[src/hdl/ttw_pkg.sv]
// Shared constants, types and helper functions of the texture twiddle writer.
package ttw_pkg;

  localparam int COORD_BITS     = 10;
  localparam int MAX_DIM        = 1 << COORD_BITS;
  localparam int DIM_BITS       = 11;
  localparam int REM_BITS       = 11;
  localparam int WIDE_BITS      = DIM_BITS + 2;
  localparam int OFFSET_BITS    = 2 * COORD_BITS;
  localparam int INDEX_BITS     = 20;
  localparam int BASE_BITS      = 22;
  localparam int ADDR_BITS      = 23;
  localparam int TEXEL_BITS     = 16;
  localparam int IN_DATA_BITS   = 16;
  localparam int OUT_DATA_BITS  = 64;
  localparam int OUT_USER_BITS  = 2;
  localparam int OUT_PAD_BITS   = OUT_DATA_BITS - ADDR_BITS - TEXEL_BITS - INDEX_BITS;
  localparam int CFG_INDEX_BITS = 3;
  localparam int CFG_DATA_BITS  = 22;
  localparam int QUEUE_DEPTH    = 4;
  localparam int QUEUE_PTR_BITS = 2;
  localparam int DIV_STEPS      = DIM_BITS;
  localparam int DIV_COUNT_BITS = 4;

  localparam logic [CFG_INDEX_BITS-1:0] REG_SRC_WIDTH    = 3'd0;
  localparam logic [CFG_INDEX_BITS-1:0] REG_SRC_HEIGHT   = 3'd1;
  localparam logic [CFG_INDEX_BITS-1:0] REG_DST_WIDTH    = 3'd2;
  localparam logic [CFG_INDEX_BITS-1:0] REG_DST_HEIGHT   = 3'd3;
  localparam logic [CFG_INDEX_BITS-1:0] REG_DEST_BASE    = 3'd4;
  localparam logic [CFG_INDEX_BITS-1:0] REG_BACKGROUND   = 3'd5;
  localparam logic [CFG_INDEX_BITS-1:0] REG_SCALE_ENABLE = 3'd6;

  typedef enum logic {
    KIND_START = 1'b0,
    KIND_TEXEL = 1'b1
  } ttw_kind_t;

  typedef struct packed {
    ttw_kind_t               kind;
    logic [TEXEL_BITS-1:0]   texel;
  } ttw_item_t;

  typedef struct packed {
    logic [DIM_BITS-1:0]   src_width;
    logic [DIM_BITS-1:0]   src_height;
    logic [DIM_BITS-1:0]   dst_width;
    logic [DIM_BITS-1:0]   dst_height;
    logic [BASE_BITS-1:0]  dest_base;
    logic [TEXEL_BITS-1:0] background;
    logic                  scale_enable;
  } ttw_cfg_t;

  typedef struct packed {
    logic [DIM_BITS-1:0] col_quo;
    logic [REM_BITS-1:0] col_rem;
    logic [DIM_BITS-1:0] row_quo;
    logic [REM_BITS-1:0] row_rem;
    logic                done;
  } ttw_step_t;

  typedef enum logic [1:0] {
    ST_IDLE,
    ST_DIV,
    ST_ROW,
    ST_READ
  } ttw_state_t;

  function automatic logic [DIM_BITS-1:0] eff_dim(input logic [DIM_BITS-1:0] v);
    logic [DIM_BITS-1:0] r;
    r = v;
    if (v == '0) begin
      r = DIM_BITS'(1);
    end else if (32'(v) > MAX_DIM) begin
      r = DIM_BITS'(MAX_DIM);
    end
    return r;
  endfunction

  function automatic logic [OFFSET_BITS-1:0] twiddle(input logic [COORD_BITS-1:0] x,
                                                     input logic [COORD_BITS-1:0] y);
    logic [OFFSET_BITS-1:0] off;
    off = '0;
    for (int i = 0; i < COORD_BITS; i++) begin
      off[2*i]   = y[i];
      off[2*i+1] = x[i];
    end
    return off;
  endfunction

endpackage

[src/hdl/texture_twiddle_writer.sv]
// Top level of the texture twiddle writer: configuration registers and the front and back parts.
//
// The block scans a destination texture row by row and, for every texel word of a scan,
// gives one write at base plus the Morton offset of the pixel (y in the even bits, x in
// the odd bits) together with the source read index of the next pixel. A start word
// opens a scan and returns the first read index once the 11-step divider has found the
// column and row scale steps. At the end of a destination row a texel word passes an
// extra state, where the source row base is formed by one multiply. Input words are held
// in a four-word queue, and each result waits in an output register, so both sides may
// stall independently. Configuration must be written by the user through the cfg port only
// while no scan word is in flight; the block does not enforce it, cfg_ready is always high.
module texture_twiddle_writer (
  input  logic                               clk,
  input  logic                               rst,
  input  logic                               s_tvalid,
  output logic                               s_tready,
  input  logic [ttw_pkg::IN_DATA_BITS-1:0]   s_tdata,  // texel
  input  logic                               s_tuser,  // mode
  output logic                               m_tvalid,
  input  logic                               m_tready,
  // write_address, write_value, read_index, zero pad
  output logic [ttw_pkg::OUT_DATA_BITS-1:0]  m_tdata,
  // write_valid, read_valid
  output logic [ttw_pkg::OUT_USER_BITS-1:0]  m_tuser,
  output logic                               m_tlast,
  input  logic                               cfg_valid,
  output logic                               cfg_ready,
  input  logic [ttw_pkg::CFG_INDEX_BITS-1:0] cfg_index,
  input  logic [ttw_pkg::CFG_DATA_BITS-1:0]  cfg_data
);

  ttw_pkg::ttw_cfg_t   cfg;
  ttw_pkg::ttw_item_t  head;
  ttw_pkg::ttw_step_t  step;
  logic                head_valid;
  logic                pop;
  logic                div_start;

  assign cfg_ready = 1'b1;

  always_ff @(posedge clk) begin
    if (rst) begin
      cfg.src_width    <= ttw_pkg::DIM_BITS'(1);
      cfg.src_height   <= ttw_pkg::DIM_BITS'(1);
      cfg.dst_width    <= ttw_pkg::DIM_BITS'(1);
      cfg.dst_height   <= ttw_pkg::DIM_BITS'(1);
      cfg.dest_base    <= '0;
      cfg.background   <= '0;
      cfg.scale_enable <= 1'b0;
    end else if (cfg_valid && cfg_ready) begin
      case (cfg_index)
        ttw_pkg::REG_SRC_WIDTH:    cfg.src_width    <= cfg_data[ttw_pkg::DIM_BITS-1:0];
        ttw_pkg::REG_SRC_HEIGHT:   cfg.src_height   <= cfg_data[ttw_pkg::DIM_BITS-1:0];
        ttw_pkg::REG_DST_WIDTH:    cfg.dst_width    <= cfg_data[ttw_pkg::DIM_BITS-1:0];
        ttw_pkg::REG_DST_HEIGHT:   cfg.dst_height   <= cfg_data[ttw_pkg::DIM_BITS-1:0];
        ttw_pkg::REG_DEST_BASE:    cfg.dest_base    <= cfg_data[ttw_pkg::BASE_BITS-1:0];
        ttw_pkg::REG_BACKGROUND:   cfg.background   <= cfg_data[ttw_pkg::TEXEL_BITS-1:0];
        ttw_pkg::REG_SCALE_ENABLE: cfg.scale_enable <= cfg_data[0];
        default: ;
      endcase
    end
  end

  ttw_front u_front (
    .clk        (clk),
    .rst        (rst),
    .s_tvalid   (s_tvalid),
    .s_tready   (s_tready),
    .s_tdata    (s_tdata),
    .s_tuser    (s_tuser),
    .pop        (pop),
    .head       (head),
    .head_valid (head_valid)
  );

  ttw_div u_div (
    .clk   (clk),
    .rst   (rst),
    .start (div_start),
    .cfg   (cfg),
    .step  (step)
  );

  ttw_back u_back (
    .clk        (clk),
    .rst        (rst),
    .cfg        (cfg),
    .head       (head),
    .head_valid (head_valid),
    .pop        (pop),
    .div_start  (div_start),
    .step       (step),
    .m_tvalid   (m_tvalid),
    .m_tready   (m_tready),
    .m_tdata    (m_tdata),
    .m_tuser    (m_tuser),
    .m_tlast    (m_tlast)
  );

endmodule

[src/hdl/ttw_front.sv]
// Input side: accepts words, classifies them and queues them for the scan engine.
module ttw_front (
  input  logic                             clk,
  input  logic                             rst,
  input  logic                             s_tvalid,
  output logic                             s_tready,
  input  logic [ttw_pkg::IN_DATA_BITS-1:0] s_tdata,  // texel
  input  logic                             s_tuser,  // mode
  input  logic                             pop,
  output ttw_pkg::ttw_item_t               head,
  output logic                             head_valid
);

  ttw_pkg::ttw_item_t                   queue [ttw_pkg::QUEUE_DEPTH];
  logic [ttw_pkg::QUEUE_PTR_BITS-1:0]   wr_ptr;
  logic [ttw_pkg::QUEUE_PTR_BITS-1:0]   rd_ptr;
  logic [ttw_pkg::QUEUE_PTR_BITS:0]     count;
  logic                                 push;
  logic                                 take;
  ttw_pkg::ttw_item_t                   item;

  assign s_tready   = (count != (ttw_pkg::QUEUE_PTR_BITS+1)'(ttw_pkg::QUEUE_DEPTH));
  assign head_valid = (count != '0);
  assign push       = s_tvalid && s_tready;
  assign take       = pop && head_valid;
  assign head       = queue[rd_ptr];

  always_comb begin
    item.kind  = s_tuser ? ttw_pkg::KIND_TEXEL : ttw_pkg::KIND_START;
    item.texel = s_tdata[ttw_pkg::TEXEL_BITS-1:0];
  end

  always_ff @(posedge clk) begin
    if (push) begin
      queue[wr_ptr] <= item;
    end
  end

  always_ff @(posedge clk) begin
    if (rst) begin
      wr_ptr <= '0;
      rd_ptr <= '0;
      count  <= '0;
    end else begin
      if (push) begin
        wr_ptr <= wr_ptr + 1'b1;
      end
      if (take) begin
        rd_ptr <= rd_ptr + 1'b1;
      end
      case ({push, take})
        2'b10:   count <= count + 1'b1;
        2'b01:   count <= count - 1'b1;
        default: count <= count;
      endcase
    end
  end

endmodule

[src/hdl/ttw_div.sv]
// Two-lane restoring divider that finds the column and row scale steps at scan start.
module ttw_div (
  input  logic                clk,
  input  logic                rst,
  input  logic                start,
  input  ttw_pkg::ttw_cfg_t   cfg,
  output ttw_pkg::ttw_step_t  step
);

  logic                                 busy;
  logic [ttw_pkg::DIV_COUNT_BITS-1:0]   count;
  logic [ttw_pkg::DIM_BITS-1:0]         num_c;
  logic [ttw_pkg::DIM_BITS-1:0]         num_r;
  logic [ttw_pkg::REM_BITS-1:0]         rem_c;
  logic [ttw_pkg::REM_BITS-1:0]         rem_r;
  logic [ttw_pkg::DIM_BITS-1:0]         quo_c;
  logic [ttw_pkg::DIM_BITS-1:0]         quo_r;
  logic                                 done;
  logic [ttw_pkg::DIM_BITS-1:0]         dw;
  logic [ttw_pkg::DIM_BITS-1:0]         dh;
  logic [ttw_pkg::REM_BITS:0]           trial_c;
  logic [ttw_pkg::REM_BITS:0]           trial_r;
  logic                                 fit_c;
  logic                                 fit_r;

  assign dw      = ttw_pkg::eff_dim(cfg.dst_width);
  assign dh      = ttw_pkg::eff_dim(cfg.dst_height);
  assign trial_c = {rem_c, num_c[ttw_pkg::DIM_BITS-1]};
  assign trial_r = {rem_r, num_r[ttw_pkg::DIM_BITS-1]};
  assign fit_c   = trial_c >= (ttw_pkg::REM_BITS+1)'(dw);
  assign fit_r   = trial_r >= (ttw_pkg::REM_BITS+1)'(dh);

  always_comb begin
    step.col_quo = quo_c;
    step.col_rem = rem_c;
    step.row_quo = quo_r;
    step.row_rem = rem_r;
    step.done    = done;
  end

  always_ff @(posedge clk) begin
    if (rst) begin
      busy  <= 1'b0;
      count <= '0;
      done  <= 1'b0;
    end else begin
      done <= busy && (count == ttw_pkg::DIV_COUNT_BITS'(1));
      if (start) begin
        busy  <= 1'b1;
        count <= ttw_pkg::DIV_COUNT_BITS'(ttw_pkg::DIV_STEPS);
      end else if (busy) begin
        count <= count - 1'b1;
        if (count == ttw_pkg::DIV_COUNT_BITS'(1)) begin
          busy <= 1'b0;
        end
      end
    end
  end

  always_ff @(posedge clk) begin
    if (start) begin
      num_c <= ttw_pkg::eff_dim(cfg.src_width);
      num_r <= ttw_pkg::eff_dim(cfg.src_height);
      rem_c <= '0;
      rem_r <= '0;
      quo_c <= '0;
      quo_r <= '0;
    end else if (busy) begin
      num_c <= num_c << 1;
      num_r <= num_r << 1;
      quo_c <= {quo_c[ttw_pkg::DIM_BITS-2:0], fit_c};
      quo_r <= {quo_r[ttw_pkg::DIM_BITS-2:0], fit_r};
      rem_c <= fit_c ? ttw_pkg::REM_BITS'(trial_c - (ttw_pkg::REM_BITS+1)'(dw))
                     : trial_c[ttw_pkg::REM_BITS-1:0];
      rem_r <= fit_r ? ttw_pkg::REM_BITS'(trial_r - (ttw_pkg::REM_BITS+1)'(dh))
                     : trial_r[ttw_pkg::REM_BITS-1:0];
    end
  end

endmodule

[src/hdl/ttw_back.sv]
// Scan engine: walks the destination, forms twiddled writes and source reads, holds the result.
module ttw_back (
  input  logic                              clk,
  input  logic                              rst,
  input  ttw_pkg::ttw_cfg_t                 cfg,
  input  ttw_pkg::ttw_item_t                head,
  input  logic                              head_valid,
  output logic                              pop,
  output logic                              div_start,
  input  ttw_pkg::ttw_step_t                step,
  output logic                              m_tvalid,
  input  logic                              m_tready,
  // write_address, write_value, read_index, zero pad
  output logic [ttw_pkg::OUT_DATA_BITS-1:0] m_tdata,
  // write_valid, read_valid
  output logic [ttw_pkg::OUT_USER_BITS-1:0] m_tuser,
  output logic                              m_tlast
);

  localparam int CB = ttw_pkg::COORD_BITS;
  localparam int RB = ttw_pkg::REM_BITS;
  localparam int WB = ttw_pkg::WIDE_BITS;
  localparam int PB = ttw_pkg::COORD_BITS + ttw_pkg::DIM_BITS;

  ttw_pkg::ttw_state_t              state;
  ttw_pkg::ttw_state_t              state_next;
  logic                             scan_busy;
  logic [CB-1:0]                    scan_x;
  logic [CB-1:0]                    scan_y;
  logic [CB-1:0]                    source_column;
  logic [CB-1:0]                    source_row;
  logic [RB-1:0]                    column_remainder;
  logic [RB-1:0]                    row_remainder;
  logic [ttw_pkg::INDEX_BITS-1:0]   row_base;

  logic                             hold_write;
  logic [ttw_pkg::ADDR_BITS-1:0]    hold_addr;
  logic [ttw_pkg::TEXEL_BITS-1:0]   hold_value;
  logic                             hold_last;
  logic                             hold_noread;

  logic                             out_valid;
  logic                             out_write;
  logic [ttw_pkg::ADDR_BITS-1:0]    out_addr;
  logic [ttw_pkg::TEXEL_BITS-1:0]   out_value;
  logic                             out_read;
  logic [ttw_pkg::INDEX_BITS-1:0]   out_index;
  logic                             out_last;

  logic [ttw_pkg::DIM_BITS-1:0]     sw;
  logic [ttw_pkg::DIM_BITS-1:0]     sh;
  logic [ttw_pkg::DIM_BITS-1:0]     dw;
  logic [ttw_pkg::DIM_BITS-1:0]     dh;
  logic                             need;
  logic                             end_row;
  logic                             fin;
  logic                             is_start;
  logic                             out_free;
  logic                             out_load;
  logic [ttw_pkg::ADDR_BITS-1:0]    pix_addr;
  logic [CB+RB-1:0]                 col_adv;
  logic [CB+RB-1:0]                 row_adv;
  logic [CB-1:0]                    read_col;
  logic [PB-1:0]                    product;
  logic                             read_ok;

  function automatic logic [CB+RB-1:0] advance(input logic [CB-1:0] coord,
                                                input logic [RB-1:0] rem,
                                                input logic [ttw_pkg::DIM_BITS-1:0] quo,
                                                input logic [RB-1:0] frac,
                                                input logic [ttw_pkg::DIM_BITS-1:0] d);
    logic [RB:0]   s;
    logic          c;
    logic [CB-1:0] nc;
    s = (RB+1)'(rem) + (RB+1)'(frac);
    c = s >= (RB+1)'(d);
    if (c) begin
      s = s - (RB+1)'(d);
    end
    nc = coord + quo[CB-1:0] + CB'(c);
    return {nc, s[RB-1:0]};
  endfunction

  assign sw       = ttw_pkg::eff_dim(cfg.src_width);
  assign sh       = ttw_pkg::eff_dim(cfg.src_height);
  assign dw       = ttw_pkg::eff_dim(cfg.dst_width);
  assign dh       = ttw_pkg::eff_dim(cfg.dst_height);
  assign need     = cfg.scale_enable ||
                    ((WB'(scan_x) < WB'(sw)) && (WB'(scan_y) < WB'(sh)));
  assign end_row  = (WB'(scan_x) + WB'(1)) >= WB'(dw);
  assign fin      = end_row && ((WB'(scan_y) + WB'(1)) >= WB'(dh));
  assign is_start = (head.kind == ttw_pkg::KIND_START);
  assign out_free = !out_valid || m_tready;
  assign pix_addr = ttw_pkg::ADDR_BITS'(cfg.dest_base) +
                    ttw_pkg::ADDR_BITS'(ttw_pkg::twiddle(scan_x, scan_y));
  assign col_adv  = advance(source_column, column_remainder, step.col_quo, step.col_rem, dw);
  assign row_adv  = advance(source_row, row_remainder, step.row_quo, step.row_rem, dh);
  assign read_col = cfg.scale_enable ? source_column : scan_x;
  assign product  = PB'(cfg.scale_enable ? source_row : scan_y) * PB'(sw);
  assign read_ok  = !hold_noread && need;

  always_comb begin
    state_next = state;
    case (state)
      ttw_pkg::ST_IDLE: begin
        if (head_valid) begin
          if (is_start) begin
            state_next = ttw_pkg::ST_DIV;
          end else if (scan_busy && !fin && end_row) begin
            state_next = ttw_pkg::ST_ROW;
          end else begin
            state_next = ttw_pkg::ST_READ;
          end
        end
      end
      ttw_pkg::ST_DIV: begin
        if (step.done) begin
          state_next = ttw_pkg::ST_READ;
        end
      end
      ttw_pkg::ST_ROW: begin
        state_next = ttw_pkg::ST_READ;
      end
      ttw_pkg::ST_READ: begin
        if (out_free) begin
          state_next = ttw_pkg::ST_IDLE;
        end
      end
      default: state_next = ttw_pkg::ST_IDLE;
    endcase
  end

  always_comb begin
    pop       = (state == ttw_pkg::ST_IDLE) && head_valid;
    div_start = pop && is_start;
    out_load  = (state == ttw_pkg::ST_READ) && out_free;
  end

  always_ff @(posedge clk) begin
    if (rst) begin
      state            <= ttw_pkg::ST_IDLE;
      scan_busy        <= 1'b0;
      scan_x           <= '0;
      scan_y           <= '0;
      source_column    <= '0;
      source_row       <= '0;
      column_remainder <= '0;
      row_remainder    <= '0;
      row_base         <= '0;
      out_valid        <= 1'b0;
    end else begin
      state <= state_next;
      if (out_load) begin
        out_valid <= 1'b1;
      end else if (m_tready) begin
        out_valid <= 1'b0;
      end
      if (pop) begin
        if (is_start) begin
          scan_busy        <= 1'b1;
          scan_x           <= '0;
          scan_y           <= '0;
          source_column    <= '0;
          source_row       <= '0;
          column_remainder <= '0;
          row_remainder    <= '0;
          row_base         <= '0;
        end else if (scan_busy) begin
          if (fin) begin
            scan_busy <= 1'b0;
          end else if (end_row) begin
            scan_x           <= '0;
            source_column    <= '0;
            column_remainder <= '0;
            scan_y           <= scan_y + 1'b1;
            source_row       <= row_adv[CB+RB-1:RB];
            row_remainder    <= row_adv[RB-1:0];
          end else begin
            scan_x           <= scan_x + 1'b1;
            source_column    <= col_adv[CB+RB-1:RB];
            column_remainder <= col_adv[RB-1:0];
          end
        end
      end
      if (state == ttw_pkg::ST_ROW) begin
        row_base <= ttw_pkg::INDEX_BITS'(product);
      end
    end
  end

  always_ff @(posedge clk) begin
    if (pop) begin
      if (is_start || !scan_busy) begin
        hold_write  <= 1'b0;
        hold_addr   <= '0;
        hold_value  <= '0;
        hold_last   <= 1'b0;
        hold_noread <= !is_start;
      end else begin
        hold_write  <= 1'b1;
        hold_addr   <= pix_addr;
        hold_value  <= need ? head.texel : cfg.background;
        hold_last   <= fin;
        hold_noread <= fin;
      end
    end
    if (out_load) begin
      out_write <= hold_write;
      out_addr  <= hold_addr;
      out_value <= hold_value;
      out_last  <= hold_last;
      out_read  <= read_ok;
      out_index <= read_ok ? row_base + ttw_pkg::INDEX_BITS'(read_col) : '0;
    end
  end

  assign m_tvalid = out_valid;
  assign m_tdata  = {{ttw_pkg::OUT_PAD_BITS{1'b0}}, out_index, out_value, out_addr};
  assign m_tuser  = {out_read, out_write};
  assign m_tlast  = out_last;

endmodule
[config.mk]
export PLATFORM = sky130hd
export DESIGN_NAME = texture_twiddle_writer
export DESIGN_NICKNAME = d
export VERILOG_FILES = /design/src/hdl/ttw_pkg.sv /design/src/hdl/texture_twiddle_writer.sv /design/src/hdl/ttw_front.sv /design/src/hdl/ttw_div.sv /design/src/hdl/ttw_back.sv
export SDC_FILE = /design/constraint.sdc
export NUM_CORES = 1
export LEC_CHECK = 0
export ABC_AREA = 1
export BUFFER_PORTS_ARGS = -buffer_cell sky130_fd_sc_hd__buf_4
export CAP_MARGIN = 20
export CELL_PAD_IN_SITES_DETAIL_PLACEMENT = 0
export CELL_PAD_IN_SITES_GLOBAL_PLACEMENT = 1
export CORE_ASPECT_RATIO = 0.7
export CORE_MARGIN = 2
export CORE_UTILIZATION = 45
export CTS_BUF_LIST = sky130_fd_sc_hd__clkbuf_16
export DETAILED_ROUTE_END_ITERATION = 16
export PLACE_DENSITY = 0.78
export SLEW_MARGIN = 5
export SYNTH_ARGS = -nofsm -noshare
export SYNTH_HDL_FRONTEND = slang
export SYNTH_SLANG_ARGS = --single-unit
export TNS_END_PERCENT = 50
[constraint.sdc]
create_clock -name clk -period 9.1 [get_ports clk]
set_clock_uncertainty 0.1 [all_clocks]
set_input_delay 0.455 -clock clk [delete_from_list [all_inputs] [get_ports clk]]
set_output_delay 0.455 -clock clk [all_outputs]
set_load 0.05 [all_outputs]
# Word level (Yosys, flattened, before mapping)

Memory sizes are Yosys's and may differ from the RTL's. A register that Yosys moved wholly into a read port is not among the register bits.
Index checks and enable logic that the tools add are counted.

Bits in registers: 350
Latch bits: 0
Memory bits (writable): 68
ROM bits: 0
Input bits: 47
Output and inout bits: 70
Word-level logic and storage cells: 208
Memories: 1

$add $sub $neg: 21
Multiply operators: 1
Div/mod/pow operators: 0
Order comparisons: 12
Equal/unequal tests: 20
Shift-type cells: 0
Mux-type cells: 70
Bitwise gates (word level): 1
Reduce and logical (&&, ||, !) cells: 41

Memories:

| memory        | depth | bits a word | rd ports | clocked after memory_dff | write ports | line            | RTL |
|---|---|---|---|---|---|---|---|
| u_front.queue | 4     | 17          | 1        | 1                        | 1           | ttw_front.sv:14 | `ttw_pkg::ttw_item_t queue [ttw_pkg::QUEUE_DEPTH];` |

Operator list:

| operator                | number |
|---|---|
| $mux W11                | 24 |
| $mux W10                | 18 |
| $mux W20                | 3 |
| $ge A12 B11 Y1          | 4 |
| $gt A11 B11 Y1 const B  | 4 |
| $logic_not A11 Y1       | 4 |
| $sub A11 B11 Y11        | 4 |
| $ge A13 B11 Y1          | 2 |
| $add A11 B11 Y12        | 2 |
| $add A22 B20 Y23        | 1 |
| $add A10 B1 Y11 const B | 2 |
| $lt A10 B11 Y1          | 2 |
| $mul A21 B11 Y20        | 1 |
| $add A10 B1 Y10         | 2 |
| $add A10 B1 Y10 const B | 2 |
| $add A10 B10 Y10        | 2 |
| $add A20 B10 Y20        | 1 |
| $mux W16                | 1 |
| $reduce_and A2 Y1       | 8 |
| $mux W1                 | 14 |
| $mux W2                 | 6 |
| $logic_and A1 B1 Y1     | 11 |
| $ne A2 B2 Y1 const B    | 5 |
| $eq A3 B3 Y1 const B    | 3 |
| 24 further kinds        | 40 |

# Longest topological paths before layout

Depth in word-level cells: 12
Mapped depth: 31
Mapped depth without buffers: 30

# By module

Synthesis repeated with hierarchy kept, for this count alone.

Cells, all modules: 3,770
Area total of the unflattened synthesis: 28,548.6 um^2

Modules (own cells, without submodules):

| module                 | times used | cells each | area an instance (um^2) |
|---|---|---|---|
| ttw_back               | 1          | 2,422      | 17,595.6 |
| ttw_div                | 1          | 631        | 4,393.0 |
| texture_twiddle_writer | 1          | 485        | 3,410.8 |
| ttw_front              | 1          | 232        | 3,149.3 |

# Worst setup path before layout

No wires, ideal clock.

Path type: register to register
From: register, netlist name cfg[0]
To: register u_back.row_base[17] in the netlist's numbering
Library setup time: 132 ps
Data arrival time: 5,073 ps
Data required time: 8,868 ps
Path slack: 3,795 ps
Stages on the path, launching flop included: 22
Path buffers: 2
Clock period less this slack: 5,305 ps
Cell sequence: dfxtp_1 -> buf_2 -> buf_1 -> nand2_1 -> o21ai_0 -> inv_1 -> nor2_1 -> fa_1 -> fa_1 -> fa_1 -> fa_1 -> inv_1 -> fa_1 -> inv_1 -> ha_1 -> a21o_1 -> a21oi_1 -> nor2_1 -> nor3_1 -> nand3_1 -> nand3_1 -> a21oi_1

Cells in the longest elaborated chain, start to end: 3

Ends and longest elaborated chain:

| what                 | line            | RTL |
|---|---|---|
| $mux W10             | ttw_back.sv:99  | `assign product = PB'(cfg.scale_enable ? source_row : scan_y) * PB'(sw);` |
| $mul A21 B11 Y20     | ttw_back.sv:99  |  |
| $mux W20             | ttw_back.sv:185 | `if (state == ttw_pkg::ST_ROW) begin` |
| end signal, assigned | ttw_back.sv:186 | `row_base <= ttw_pkg::INDEX_BITS'(product);` |
| end, declared        | ttw_back.sv:34  | `logic [ttw_pkg::INDEX_BITS-1:0] row_base;` |

No other way between the ends.
A chain may end at the register's enable or synchronous reset.

# Worst setup path in the final report

From: register, netlist name cfg[0]
To: register u_back.row_base[19] in the netlist's numbering

Cells in the longest elaborated chain, start to end: 3

Ends and longest elaborated chain:

| what             | line |
|---|---|
| $mux W10         | ttw_back.sv:99 |
| $mul A21 B11 Y20 | ttw_back.sv:99 |
| $mux W20         | ttw_back.sv:185 |

No other way between the ends.

==> results.cfg <==
[status]
status = completed

[cts]
cts_made_buffers = 44
htreeDepth = 2
cts_resized = 0
path_clk_slew_ns = 0.07
cts_tree = built
clk_latency_ns = 0.61
ctsHoldBuffers = 26
clock-sinks = 420
clock_path_buffers = 3
cts_root_buf = clkbuf_16
cts_setup_buffers = 0

[layout]
final_nets = 3887
fillers = 5765
fin_util_pct = 50.68
final_cell_mix = nand2_1 (738), nor2_1 (437), inv_1 (421), a21oi_1 (258), o21ai_0 (228)
n_antenna_cell = 0
drive_above_1_share_pct = 6.825
areaGrowthSynthToFinish_pct = 11.78
post-route-cell-area_mm2 = 0.03020
final_common_cell = nand2_1
finalNonFillerCells = 4383

[timing]
slew_headroom_pct = 18.05
fin_crit_ns = 6.282
period_share_pct = 69.04
setup_viol = 0
setup_tns_ns = 0
rsz0062_at_grt = no
final_hold_viol_count = 0
drv_slew = 0
worstMarginPinSlew_ns = 1.216
clock.fmax_mhz = 159.2

[detailed_routing]
ant_nets = 0
drc = 0
first_pass_iters = 6
drt_iter0_drc = 1807
viasPerCell = 5.299
drt-total-wl_mm = 77.72
num_vias = 23230
routedWlPerCell_um = 17.73

[worst_setup_path]
crit_fanout = 38
crit_path_max_incr_delay_ns = 0.83
cp-end-kind = flip-flop
crit_path_frequent_cell = fa_1
start_kind = flip-flop
cp_cell_sequence = buf_4 > o21ai_0 > inv_1 > nor2_1 > fa_1 > fa_1 > fa_1 > fa_1 > inv_1 > fa_1 > inv_1 > ha_1 > nand2_1 > nor2_1 > nand3_1 > nand3_1 > nand3b_1 > nand3_1 > nand3_1 > a21oi_1
critical_path_arrival_ns = 6.70
cpMaxStageDelayCell = o21ai_0
critPathTopFamily = adder cells
rr_worst_depth = 20
cp_num_cells = 20
required_ns = 9.52
crit_type = reg2reg
path_buf_inv = 4

[placed_design]
dp.cells = 4275
dpl_cell_area_mm2 = 0.02849
hpwl_mm = 58.85
place_congestion = 0.9171
portBuffers = 110

[grt]
grt_usage_pct = 24.80
grt_pass1_vias = 22170
gr-total-overflow = 0
grt_start_max_net_pins = 66
grt_pass1_wl_mm = 122.1
antenna_found_initial = 1

[min_path]
min_delay_path_depth = 3
holdCritPathClass = in2reg

[pwr]
leakage_nw = 13.74
power.density_mw_per_mm2 = 256.4
max-vdd-ir-drop_mv = 0.3298

[die]
die_h_um = 209
start_util_pct = 45.34
io_pins = 117
dieArea_mm2 = 0.06204
core_area_mm2 = 0.05959
die_w_um = 296.9
rows = 75

[yosys]
ys_types = 51
synthArstFlopShare_pct = 0
syn_area_mm2 = 0.02702
synth_seq_cells = 420
ys_seq_area_share_pct = 38.31
yosys_warnings = 0
syn_area_per_cell_um2 = 7.847
syn_inst = 3443
synth_edf_count = 194
ys.flop_type = dfxtp_1

[job]
cap_violations = 0
metrics by stage:
| step | worst slack (ns) | hold slack (ns) | power [W] |
|---|---|---|---|
| after detailed placement | 2.962 | 0.3052 | 0.005899 |
| after global routing | 2.512 | 0.01201 | 0.008290 |
| final | 2.818 | 0.03570 | 0.007742 |
| after CTS | 2.943 | 0.007590 | 0.007764 |
| after floorplan | 3.795 | 0.3003 | 0.005064 |
| after global placement | 3.106 | 0.3021 | 0.005843 |
Yosys cell counts, types with 11 or more instances:
cell type	number	area [um2]
a21o_1	11	82.58
nor3_1	29	145.1
o21bai_1	12	90.09
nand3_1	211	1056
ha_1	219	2740
buf_4	18	135.1
edfxtp_1	194	5826
buf_2	29	145.1
xnor2_1	26	227.7
clkbuf_1	51	191.4
fa_1	82	1642
o21ai_1	17	85.08
dfxtp_1	226	4524
nand2_1	738	2770
or2_2	20	125.1
xor2_1	59	516.8
o21ai_0	228	1141
o22ai_1	32	200.2
a21oi_1	259	1296
inv_1	416	1562
nand4_1	21	131.4
nor2_1	441	1655
flip-flops by register name, indices dropped and copies added (netlist names), 16 cells and up, named ones only:
signal	cells
u_back.row_base	20
u_back.out_index	20
cfg	83
u_front.queue	68
u_back.out_value	16
u_back.hold_addr	23
u_back.hold_value	16
u_back.out_addr	23
where the power goes:
group / leakage (nW) / switching [W] / internal, W
logic: 9.38 / 0.00227 / 0.00103
clock network: 0.726 / 0.000823 / 0.00101
registers: 3.64 / 0.000179 / 0.00243
routing by layer:
| metal | track usage (%) | routed length (um) | vias up |
|---|---|---|---|
| li1 | - | - | 11500 |
| met1 | 37.15 | 38250 | 10960 |
| met2 | 36.82 | 32240 | 667 |
| met3 | 4.315 | 5472 | 96 |
| met4 | 6.513 | 1754 | 0 |
| met5 | 0 | 0 | - |
worst register-to-register path: stages, from the launching register on:
cell	delay (ns)
dfxtp_1	0.32
buf_4	0.24
o21ai_0	0.84
inv_1	0.37
nor2_1	0.23
fa_1	0.46
fa_1	0.53
fa_1	0.53
fa_1	0.56
inv_1	0.06
fa_1	0.53
inv_1	0.04
ha_1	0.34
nand2_1	0.12
nor2_1	0.17
nand3_1	0.11
nand3_1	0.17
nand3b_1	0.14
nand3_1	0.11
nand3_1	0.07
a21oi_1	0.16
worst paths after layout:
check	startpoint	end	slack, ns
hold reg to reg	u_back.hold_addr[3]	u_back.out_addr[3]	0.32
setup / recovery	cfg[0]	u_back.row_base[19]	2.82
setup reg to reg	cfg[0]	u_back.row_base[19]	2.82
hold / removal	cfg_data[15]	cfg[32]	0.04
logic make-up (layout without fill, tap and decap cells):
family	Yosys count	in the layout	synth area share, %
AO/OA/AOI/OAI	598	598	11.87
XOR/XNOR	85	85	2.756
adder cells (fa/ha/maj)	301	301	16.22
buffers and inverters	537	665	7.910
flip-flops	420	420	38.31
other	2	6	0.02780
AND/OR/NAND/NOR	1500	1500	22.91
area by class of cell:
| cell class | instances | area [um2] | share of cell area, % |
|---|---|---|---|
| Timing Repair Buffer | 150 | 1195 | 3.957 |
| Clock buffer | 44 | 1101 | 3.646 |
| Multi-Input combinational cell | 2490 | 14570 | 48.23 |
| Tap cell | 808 | 1011 | 3.348 |
| Sequential cell | 420 | 10350 | 34.27 |
| Clock inverter | 38 | 347.8 | 1.152 |
| Inverter | 433 | 1628 | 5.391 |
(Power assumes the default switching activity.)
